File: src/rtl/pioexe_pkg.sv
// Shared types, opcode constants and helpers for the ED-prefix I/O execute block.
`default_nettype none

package pioexe_pkg;

  // Opcode decode masks and match values
  localparam logic [7:0] GROUP_MASK = 8'hC7;  // keeps bits 7:6 and 2:0
  localparam logic [7:0] IN_MATCH   = 8'h40;  // IN r,(C) / IN (C)
  localparam logic [7:0] OUT_MATCH  = 8'h41;  // OUT (C),r / OUT (C),0
  localparam logic [7:0] BLK_MASK   = 8'hE4;
  localparam logic [7:0] BLK_MATCH  = 8'hA0;  // plus bit 1 set: INI..OTDR

  // Bit positions inside the opcode
  localparam int unsigned OPC_BLK_IO  = 1;  // set for every block I/O op
  localparam int unsigned OPC_OUTDIR  = 0;  // block op writes a port
  localparam int unsigned OPC_DOWN    = 3;  // block op walks H:L down
  localparam int unsigned OPC_REPEAT  = 4;  // repeating form

  // Register field codes (cmd[5:3])
  localparam logic [2:0] REG_B    = 3'd0;
  localparam logic [2:0] REG_C    = 3'd1;
  localparam logic [2:0] REG_D    = 3'd2;
  localparam logic [2:0] REG_E    = 3'd3;
  localparam logic [2:0] REG_H    = 3'd4;
  localparam logic [2:0] REG_L    = 3'd5;
  localparam logic [2:0] REG_NONE = 3'd6;  // IN (C) / OUT (C),0
  localparam logic [2:0] REG_A    = 3'd7;

  // Flag bit positions
  localparam int unsigned FLAG_S  = 7;
  localparam int unsigned FLAG_Z  = 6;
  localparam int unsigned FLAG_H  = 4;
  localparam int unsigned FLAG_PV = 2;
  localparam int unsigned FLAG_N  = 1;

  typedef struct packed {
    logic [7:0]  cmd;
    logic [7:0]  reg_a;
    logic [7:0]  reg_b;
    logic [7:0]  reg_c;
    logic [7:0]  reg_d;
    logic [7:0]  reg_e;
    logic [7:0]  reg_h;
    logic [7:0]  reg_l;
    logic [7:0]  flags_in;
    logic [15:0] pc_in;
    logic [7:0]  port_in;
    logic [7:0]  mem_in;
  } in_item_t;

  typedef struct packed {
    logic        reg_write_en;
    logic [2:0]  reg_index;
    logic [7:0]  reg_value;
    logic [7:0]  new_b;
    logic [15:0] new_hl;
    logic [7:0]  flags_out;
    logic [15:0] pc_out;
    logic        mem_write_en;
    logic [15:0] mem_addr;
    logic        port_write_en;
    logic [7:0]  port_addr;
    logic [7:0]  write_data;
  } out_item_t;

  // 1 when the byte has an even number of ones
  function automatic logic even_parity(input logic [7:0] v);
    even_parity = ~(^v);
  endfunction

endpackage

`default_nettype wire

File: src/rtl/pioexe_if.sv
// Valid/ready channel interfaces for instructions in and results out.
`default_nettype none

interface pioexe_in_if;
  logic                 valid;
  logic                 ready;
  pioexe_pkg::in_item_t data;

  modport source (output valid, output data, input ready);
  modport sink   (input valid, input data, output ready);
endinterface

interface pioexe_out_if;
  logic                  valid;
  logic                  ready;
  pioexe_pkg::out_item_t data;

  modport source (output valid, output data, input ready);
  modport sink   (input valid, input data, output ready);
endinterface

`default_nettype wire

File: src/rtl/pioexe_exec.sv
// Combinational execute of one ED-prefix I/O instruction.
`default_nettype none

module pioexe_exec (
  input  pioexe_pkg::in_item_t  item,
  output pioexe_pkg::out_item_t res
);

  logic [2:0]  field;
  logic [15:0] hl;
  logic        is_in;
  logic        is_out;
  logic        is_blk;
  logic [7:0]  out_reg;
  logic [7:0]  b_dec;

  assign field  = item.cmd[5:3];
  assign hl     = {item.reg_h, item.reg_l};
  assign is_in  = (item.cmd & pioexe_pkg::GROUP_MASK) == pioexe_pkg::IN_MATCH;
  assign is_out = (item.cmd & pioexe_pkg::GROUP_MASK) == pioexe_pkg::OUT_MATCH;
  assign is_blk = ((item.cmd & pioexe_pkg::BLK_MASK) == pioexe_pkg::BLK_MATCH)
                  && item.cmd[pioexe_pkg::OPC_BLK_IO];
  assign b_dec  = item.reg_b - 8'd1;

  always_comb begin
    case (field)
      pioexe_pkg::REG_B: out_reg = item.reg_b;
      pioexe_pkg::REG_C: out_reg = item.reg_c;
      pioexe_pkg::REG_D: out_reg = item.reg_d;
      pioexe_pkg::REG_E: out_reg = item.reg_e;
      pioexe_pkg::REG_H: out_reg = item.reg_h;
      pioexe_pkg::REG_L: out_reg = item.reg_l;
      pioexe_pkg::REG_A: out_reg = item.reg_a;
      default:           out_reg = 8'h00;  // OUT (C),0
    endcase
  end

  always_comb begin
    res.reg_write_en  = 1'b0;
    res.reg_index     = 3'd0;
    res.reg_value     = 8'h00;
    res.new_b         = item.reg_b;
    res.new_hl        = hl;
    res.flags_out     = item.flags_in;
    res.pc_out        = item.pc_in;
    res.mem_write_en  = 1'b0;
    res.mem_addr      = hl;
    res.port_write_en = 1'b0;
    res.port_addr     = item.reg_c;
    res.write_data    = 8'h00;

    if (is_in) begin
      res.flags_out[pioexe_pkg::FLAG_S]  = item.port_in[7];
      res.flags_out[pioexe_pkg::FLAG_Z]  = (item.port_in == 8'h00);
      res.flags_out[pioexe_pkg::FLAG_H]  = 1'b0;
      res.flags_out[pioexe_pkg::FLAG_PV] = pioexe_pkg::even_parity(item.port_in);
      res.flags_out[pioexe_pkg::FLAG_N]  = 1'b0;
      if (field != pioexe_pkg::REG_NONE) begin
        res.reg_write_en = 1'b1;
        res.reg_index    = field;
        res.reg_value    = item.port_in;
      end
    end else if (is_out) begin
      res.port_write_en = 1'b1;
      res.write_data    = out_reg;
    end else if (is_blk) begin
      if (item.cmd[pioexe_pkg::OPC_OUTDIR]) begin
        res.port_write_en = 1'b1;
        res.write_data    = item.mem_in;
      end else begin
        res.mem_write_en = 1'b1;
        res.write_data   = item.port_in;
      end
      res.new_b  = b_dec;
      res.new_hl = item.cmd[pioexe_pkg::OPC_DOWN] ? hl - 16'd1 : hl + 16'd1;
      res.flags_out[pioexe_pkg::FLAG_N] = 1'b1;
      res.flags_out[pioexe_pkg::FLAG_Z] = (b_dec == 8'h00);
      if (b_dec != 8'h00 && item.cmd[pioexe_pkg::OPC_REPEAT]) begin
        res.pc_out = item.pc_in - 16'd2;
      end
    end
  end

endmodule

`default_nettype wire

File: src/rtl/prefixed_io_instruction_execute_top.sv
// Top level: registered execute stage for the ED-prefix I/O instruction group.
//
// Usage:
//   instr  - sink channel. One transfer carries the second opcode byte after ED,
//            the current A,B,C,D,E,H,L, flags, PC after fetch, the byte read
//            from port C and the byte at H:L.
//   result - source channel. One transfer per instruction: register write
//            request, new B, new H:L, new flags, next PC, memory write and
//            port write requests with address and data.
//   Timing: an instr transfer loads the input register; the result register
//            then takes the decode/flag logic output and raises result valid.
//   Throughput: 1 instruction per cycle while result.ready is high; the two
//            registers form a pipeline whose stages advance whenever the
//            stage ahead is empty or drains.
//   Stall: with result.ready low, the result register holds its transfer,
//            the input register takes one more instruction if it is empty,
//            then instr.ready drops until the receiver takes the result.
//   Reset: rst (synchronous, active high) empties both stages; no
//            instruction state is kept between transfers.
//   Opcodes outside the I/O group pass the inputs through with no write.
`default_nettype none

module prefixed_io_instruction_execute_top (
  input  wire logic         clk,
  input  wire logic         rst,
  pioexe_in_if.sink         instr,
  pioexe_out_if.source      result
);

  // Input stage
  logic                  s0_valid;
  pioexe_pkg::in_item_t  s0_data;
  // Result stage
  logic                  s1_valid;
  pioexe_pkg::out_item_t s1_data;

  pioexe_pkg::out_item_t exec_res;
  logic                  s1_free;
  logic                  s0_free;

  assign s1_free = !s1_valid || result.ready;
  assign s0_free = !s0_valid || s1_free;

  assign instr.ready  = s0_free;
  assign result.valid = s1_valid;
  assign result.data  = s1_data;

  pioexe_exec u_exec (
    .item (s0_data),
    .res  (exec_res)
  );

  // Control: valid bits advance when the next stage can take them
  always_ff @(posedge clk) begin
    if (rst) begin
      s0_valid <= 1'b0;
      s1_valid <= 1'b0;
    end else begin
      if (s0_free) begin
        s0_valid <= instr.valid;
      end
      if (s1_free) begin
        s1_valid <= s0_valid;
      end
    end
  end

  // Payload: loaded only on a move, no reset needed
  always_ff @(posedge clk) begin
    if (s0_free && instr.valid) begin
      s0_data <= instr.data;
    end
    if (s1_free && s0_valid) begin
      s1_data <= exec_res;
    end
  end

endmodule

`default_nettype wire

File: src/flat_wrapper.sv
// flat-port wrapper written by rule: the top's interface ports become plain ports
module prefixed_io_instruction_execute_top_flat 
  (clk, rst, instr_valid, instr_data, instr_ready, result_valid, result_data, result_ready);
  pioexe_in_if instr_i ();
  pioexe_out_if result_i ();
  input  wire logic clk;
  input  wire logic rst;
  input wire logic [$bits(instr_i.valid)-1:0] instr_valid;
  input wire logic [$bits(instr_i.data)-1:0] instr_data;
  output wire logic [$bits(instr_i.ready)-1:0] instr_ready;
  output wire logic [$bits(result_i.valid)-1:0] result_valid;
  output wire logic [$bits(result_i.data)-1:0] result_data;
  input wire logic [$bits(result_i.ready)-1:0] result_ready;
  assign instr_i.valid = instr_valid;
  assign instr_i.data = instr_data;
  assign instr_ready = instr_i.ready;
  assign result_valid = result_i.valid;
  assign result_data = result_i.data;
  assign result_i.ready = result_ready;
  prefixed_io_instruction_execute_top u_core (.clk(clk), .rst(rst), .instr(instr_i), .result(result_i));
endmodule
File: config.mk
export PLATFORM = sky130hd
export DESIGN_NAME = prefixed_io_instruction_execute_top_flat
export DESIGN_NICKNAME = d
export VERILOG_FILES = /design/src/rtl/pioexe_pkg.sv /design/src/rtl/pioexe_if.sv /design/src/rtl/pioexe_exec.sv /design/src/rtl/prefixed_io_instruction_execute_top.sv /design/src/flat_wrapper.sv
export SDC_FILE = /design/constraint.sdc
export NUM_CORES = 1
export LEC_CHECK = 0
export BUFFER_PORTS_ARGS = -buffer_cell sky130_fd_sc_hd__buf_2
export CORE_MARGIN = 2
export CORE_UTILIZATION = 45
export DETAILED_ROUTE_END_ITERATION = 6
export PLACE_DENSITY = 0.7
export SLEW_MARGIN = 20
export SYNTH_ARGS = -nofsm -noshare
export SYNTH_HDL_FRONTEND = slang
export SYNTH_SLANG_ARGS = --single-unit
File: constraint.sdc
create_clock -name clk -period 14.9 [get_ports clk]
set_input_delay 0 -clock clk [delete_from_list [all_inputs] [get_ports clk]]
set_output_delay 0 -clock clk [all_outputs]
set_load 0.01 [all_outputs]
==> flow_summary_export.csv, run 1 <==
group,metric,value,unit
drt,top_layer_used,"met4",
clock_network,cts_setup_buffers,0,
worst_setup_path,cp_max_fo,30,
power,combPwrFrac,10.5,%
layout,design_area,0.0114,mm^2
floorplanning,fp.dieW,141,um
drt,wl_met2,10.4,mm
floorplanning,dieArea,0.0199,mm^2
timing,tightest_slew,1.02,ns
grt,grt_pass1_wl,31.4,mm
synthesis,ys_seq_area_share,71.0,%
drt,drc,0,
placement,io_buffers,203,
timing,fin_crit,2.75,ns
timing,finalSetupTns,0,ns
synthesis,synthCells,544,
clock_network,root_buffer,"clkbuf_16",
clock_network,cts_sinks,200,
synthesis,synth_area_leaders,"edfxtp_1 (70%), ha_1 (3.1%), xnor2_1 (2.6%), mux2i_1 (2.1%), nand2_1 (1.7%)",
worst_setup_path,max_stage_delay,0.59,ns
placement,gp_congestion,0.858,
synthesis,syn_nets,674,
power,power.density,116,mW/mm^2
timing,slew_viol_final,0,
grt,grt_pass1_vias,5787,
timing,hold_viol_final,0,
placement,postPlaceCellArea,0.00969,mm^2
worst_setup_path,startpoint_type,"register",
clock_network,clock_path_buffers,2,
synthesis,ys.flop_type,"edfxtp_1",
worst_hold_path,hold_class,"input pin to register",
timing,fin_skew,0.0123,ns
drt,wl_met3,1.42,mm
job,maxCapViolations,0,
drt,drt_pass1_iterations,6,
synthesis,ys_seq_elements,200,
clock_network,worst_skew_pair.late_latency,0.44,ns
worst_setup_path,rr_startpoint,"u_core.s0_data[99]",
worst_hold_path,worstHoldStart,"instr_valid",
drt,drt-met1-wl,8.59,mm
synthesis,synth_top_area_share,70.5,%
clock_network,cts_resized,0,
power,switching_power,291,uW
clock_network,numCtsBuffers,17,
power,p_seq_share,50.8,%
timing,slew_headroom,31.8,%
power,p_leak,4.43,nW
floorplanning,start_util,45.6,%
drt,wl,20.8,mm
floorplanning,rows,50,
synthesis,synth_area,0.00844,mm^2
layout,ff_latch_area,0.00599,mm^2
worst_setup_path,worstSetupEndpointType,"register",
clock_network,tritoncts,"built",
worst_setup_path,cp.arrival,2.90,ns
worst_setup_path,cpLargestDelayFamily,"compound AO/OA/AOI/OAI gates",
drt,drt_iter0_drc,454,
power,pwr-share-clk,38.7,%
worst_setup_path,path_cells,"buf_4 -> ha_1 -> a21oi_1 -> nor2_1 -> a211oi_1 -> o31ai_4 -> xnor2_1 -> o32ai_1",
synthesis,synthDistinctLibCells,63,
worst_setup_path,worstPathRequired,15.05,ns
drt,vias_per_cell,5.17,
timing,setup_viol,0,
synthesis,synthArstFlopShare,0,%
clock_network,cts_hold_buf,107,
synthesis,synth_area_leader_cell,"edfxtp_1",
worst_setup_path,path_buf_inv,1,
worst_setup_path,startpoint,"u_core.s0_data[99]",
worst_setup_path,crit_type,"register to register",
floorplanning,dieHeight,141,um
layout,multi_input_area,0.00229,mm^2
synthesis,yosysMostFrequentCell,"edfxtp_1",
floorplanning,core,0.0185,mm^2
synthesis,synth-edff-count,198,
outcome,status,"complete, no violations",
placement,dp_hpwl,13.6,mm
grt,grt_usage,21.0,%
clock_network,htreeDepth,4,
floorplanning,ios,204,
power,p_int,1.03,mW
timing,rsz0062_at_grt,"false",
power,ir_worst_vdd,78.5,uV
layout,fin_nets,988,
drt,vias,5715,
worst_setup_path,cpMaxStageDelayCell,"a211oi_1",
drt,wire_per_inst,18.8,um
layout,nFillCells,1432,
synthesis,netlist_top_cells_count,"edfxtp_1 (198), nand2_1 (39), xnor2_1 (25), ha_1 (21), nor2_1 (21)",
power,netSwitchingFraction,22.1,%
synthesis,ys_warn_count,0,
timing,timing.fmax,0.363,GHz
clock_network,path_clk_slew,0.07,ns
grt,grt_max_degree,79,
layout,synthToLayoutAreaGrowth,35.4,%
synthesis,syn_avg_cell_area,15.5,um^2
layout,layout-drive-gt1-share,30.0,%
grt,antenna_found_initial,1,
timing,period_share,18.5,%
grt,overflow,0,
drt,route.antenna.remaining_nets,0,
==> routing by layer <==
layer	vias to the layer above	track usage (%)
met3	32	4.93
li1	2706	-
met5	-	0
met4	0	6.89
met1	2743	27.3
met2	234	35.1
==> stage by stage <==
| step | util, % | total power, mW | hold WS, ns | cells | setup WS [ns] |
|---|---|---|---|---|---|
| 6_report | 61.7 | 1.32 | 0.129 | 1106 | 12.15 |
| 5_1_grt | 61.7 | 1.36 | 0.143 | 1106 | 12.01 |
| 4_1_cts | 61.7 | 1.33 | 0.127 | 1105 | 12.20 |
| 3_5_place_dp | 52.3 | 0.798 | 0.174 | 966 | 12.28 |
| 3_3_place_gp | 52.3 | 0.795 | 0.170 | 966 | 12.42 |
| 2_1_floorplan | - | 0.750 | 0.0724 | 544 | 9.67 |
==> final timing paths <==
kind	depth (start not counted)	endpoint	slack, ns
worst min-delay path	2	u_core.s0_data[46]	0.13
worst max-delay path	8	u_core.result.data[73]	12.15
worst min register to register	0	u_core.result.data[34]	0.44
worst max register to register	8	u_core.result.data[73]	12.15
==> layout by cell type, fill, tap and decap left out, types with 4 or more instances in the layout <==
cell type	netlist	layout
a21oi_1	14	14
and2_1	5	4
and3_1	5	5
buf_2	9	203
buf_4	1	6
bufinv_16	0	5
clkbuf_16	0	17
dlygate4sd3_1	0	107
edfxtp_1	198	198
ha_1	21	21
inv_1	15	15
mux2i_1	18	18
mux4_2	4	4
nand2_1	39	39
nand3_1	10	10
nand4_1	5	5
nor2_1	21	21
nor2b_1	5	4
nor3_1	13	13
nor3b_1	4	4
o211ai_1	7	7
o21ai_0	13	13
o21ai_1	15	15
o22ai_1	9	9
or3_1	5	5
xnor2_1	25	25
xor2_1	16	16
==> logic make-up (layout without fill, tap and decap cells) <==
| kind of cell | Yosys count | count (layout) | synth area share (%) |
|---|---|---|---|
| DFF | 200 | 200 | 71.0 |
| adders and majority gates | 22 | 22 | 3.35 |
| buffers and inverters | 37 | 364 | 2.00 |
| other | 0 | 1 | 0 |
| AOI/OAI and AO/OA | 87 | 87 | 6.93 |
| and+or+nand+nor | 131 | 131 | 8.41 |
| muxes | 26 | 26 | 4.09 |
| xor gates and xnor gates | 41 | 41 | 4.26 |
==> flip-flops by register name (all words and copies together), names as in the netlist <==
signal               count
u_core.result.valid      1
u_core.result.data      94
u_core.s0_data         104
u_core.s0_valid          1
==> power groups by stage <==
stage / combinational [mW] / sequential (mW) / clock [mW]
6_report: 0.139 / 0.671 / 0.511
5_1_grt: 0.151 / 0.673 / 0.540
4_1_cts: 0.139 / 0.670 / 0.518
3_5_place_dp: 0.116 / 0.682 / 0
3_3_place_gp: 0.113 / 0.682 / 0
2_1_floorplan: 0.0642 / 0.686 / 0
==> final cells by class <==
class | instances | share of cell area [%]
Clock buffer | 22 | 4.06
Inverter | 16 | 0.526
Sequential cell | 200 | 52.4
Tap cell | 234 | 2.56
Clock inverter | 10 | 1.69
Multi-Input combinational cell | 307 | 20.1
Timing Repair Buffer | 316 | 18.7
Antenna cell | 1 | 0.0219
==> worst reg2reg max path, cell delays in order, from the launching register on <==
cell,delay [ns]
edfxtp_1,0.33
buf_4,0.32
ha_1,0.34
a21oi_1,0.24
nor2_1,0.08
a211oi_1,0.59
o31ai_4,0.18
xnor2_1,0.26
o32ai_1,0.12
Power figures use the tool's default switching activity.
==> inputs of run 2 (changes only) <==
==> constraint.sdc (replaced) <==
create_clock -name clk -period 2.66 [get_ports clk]
set_input_delay 0 -clock clk [delete_from_list [all_inputs] [get_ports clk]]
set_output_delay 0 -clock clk [all_outputs]
set_load 0.01 [all_outputs]
==> run 2 against run 1 <==
Effect of this change:
- power rose to 5.3 times the previous value
- first-iteration DRC count down 15%
- highest routed layer unchanged
- critical endpoint is now u_core.result.data[71]
- critical path type unchanged
- combinational power increased to 5.8 times the previous value
==> flow_summary_export.csv, run 2 (synthesized netlist as in run 1, its figures left out) <==
group,metric,value,unit
clock_network,worst_skew_pair.late_latency,0.43,ns
layout,layout_commonest_cell,"buf_2",
floorplanning,dieArea,0.0199,mm^2
worst_hold_path,hold_class,"input pin to register",
timing,timing.fmax,0.407,GHz
timing,period_share,92.3,%
drt,route.antenna.remaining_nets,0,
outcome,status,"complete, no violations",
worst_setup_path,startpoint,"u_core.s0_data[99]",
layout,nFillCells,1400,
worst_setup_path,reg2reg_to,"u_core.result.data[71]",
power,power,7.06,mW
layout,multi_input_area,0.00230,mm^2
clock_network,htreeDepth,4,
grt,overflow,0,
drt,wl,21.0,mm
placement,dp_worst_setup_slack,0.213,ns
placement,dp_hpwl,13.7,mm
worst_setup_path,ff2ff_setup_slack,0.20,ns
floorplanning,dieHeight,141,um
placement,gp_congestion,0.909,
placement,dp.cells,982,
drt,wire_per_inst,18.7,um
worst_setup_path,reg2regPathDepth,8,
layout,fin_nets,1005,
worst_setup_path,worstSetupEndpoint,"u_core.result.data[71]",
layout,regMostFlops,"u_core.s0_data",
job,maxCapViolations,0,
worst_setup_path,rr_startpoint,"u_core.s0_data[99]",
timing,fin_skew,0.00888,ns
timing,finalSetupTns,0,ns
timing,fin_crit,2.46,ns
drt,drc,0,
layout,synthToLayoutAreaGrowth,36.4,%
worst_setup_path,cp_max_fo,8,
grt,grt_usage,21.1,%
drt,vias_per_cell,5.24,
worst_setup_path,startpoint_type,"register",
layout,design_area,0.0115,mm^2
worst_setup_path,worstSetupEndpointType,"register",
floorplanning,fp.dieW,141,um
floorplanning,rows,50,
power,ir_worst_vdd,396,uV
power,power.density,613,mW/mm^2
clock_network,path_clk_slew,0.07,ns
clock_network,cts_sinks,200,
layout,largest_reg_flops,104,
layout,final_cell_mix,"buf_2 (203), edfxtp_1 (198), dlygate4sd3_1 (108)",
clock_network,numCtsBuffers,17,
layout,layout-drive-gt1-share,31.5,%
timing,hold_viol_final,0,
grt,grt_pass1_vias,5958,
timing,fin_ws,0.205,ns
timing,slew_viol_final,0,
drt,drt_iter0_drc,385,
layout,fin_cells,1123,
floorplanning,start_util,45.6,%
clock_network,root_buffer,"clkbuf_16",
layout,ff_latch_area,0.00599,mm^2
worst_setup_path,cp.arrival,2.63,ns
timing,rsz0062_at_grt,"false",
placement,io_buffers,203,
grt,grt_pass1_wl,31.8,mm
floorplanning,ios,204,
drt,drt_pass1_iterations,5,
clock_network,clock_path_buffers,2,
clock_network,tritoncts,"built",
grt,antenna_found_initial,1,
drt,vias,5881,
timing,setup_viol,0,
worst_setup_path,worstPathRequired,2.84,ns
timing,tightest_slew,0.573,ns
floorplanning,core,0.0185,mm^2
timing,slew_headroom,61.8,%
power,p_leak,4.49,nW
placement,postPlaceCellArea,0.00985,mm^2
grt,grt_max_degree,95,
worst_setup_path,crit_type,"register to register",
[run 2: what timing repair did]
| item | CTS | global route |
|---|---|---|
| hold buffers | 108 | 0 |
| hold endpoints to repair | 106 | 0 |
| setup buffers | 0 | 0 |
| gates resized for setup | 0 | 2 |
| endpoints found under the setup margin | 0 | 4 |
[run 2: worst min path at each step]
| stage | start | to | depth (start not counted) |
|---|---|---|---|
| 2_1_floorplan | rst | u_core.result.valid | 1 |
| 3_3_place_gp | rst | u_core.s0_valid | 2 |
| 3_5_place_dp | instr_data[37] | u_core.s0_data[37] | 1 |
| 4_1_cts | instr_data[45] | u_core.s0_data[45] | 2 |
| 5_1_grt | instr_data[77] | u_core.s0_data[77] | 2 |
| 6_report | instr_data[53] | u_core.s0_data[53] | 2 |
[run 2: area by class of cell]
cell class                 instances  share of cell area [%]
antenna                            1                  0.0217
clock buffer                      17                    3.70
clock inverter                    15                    1.27
inverter                          16                   0.522
multi-input combinational        307                    20.0
sequential                       200                    52.0
tap                              234                    2.54
timing repair buffer             333                    20.0
[run 2: metrics by stage]
stage | utilization (%) | hold slack (ns)
finish | 62.1 | 0.276
global route | 62.1 | 0.265
detailed placement | 53.2 | 0.178
global placement | 53.2 | 0.170
CTS | 62.1 | 0.256
floorplan | - | 0.0724
[run 2: critical path: stages, from the launching register on]
cell and delay, ns:
edfxtp_1 0.53, buf_4 0.22, ha_1 0.23, a2111oi_1 0.42, o21ai_2 0.17, a31oi_4 0.28
o21ai_1 0.12, xnor2_1 0.16, o21ai_1 0.08
[run 2: power breakdown]
group	leakage, nW	internal (mW)	total (mW)	switching [mW]
Clock	0.279	1.31	2.50	1.19
Combinational	2.31	0.397	0.812	0.415
Sequential	1.90	3.66	3.75	0.0902
Total	4.49	5.37	7.06	1.69
[run 2: metal layers]
metal / global-route usage (%) / routed length [um] / share of wire [%] / vias up
met4: 7.05 / 367 / 1.7 / 0
li1: - / - / - / 2751
met3: 4.21 / 1100 / 5.2 / 26
met1: 28.5 / 9180 / 44 / 2888
met2: 34.5 / 10300 / 49 / 216
met5: 0 / 0 / 0 / -
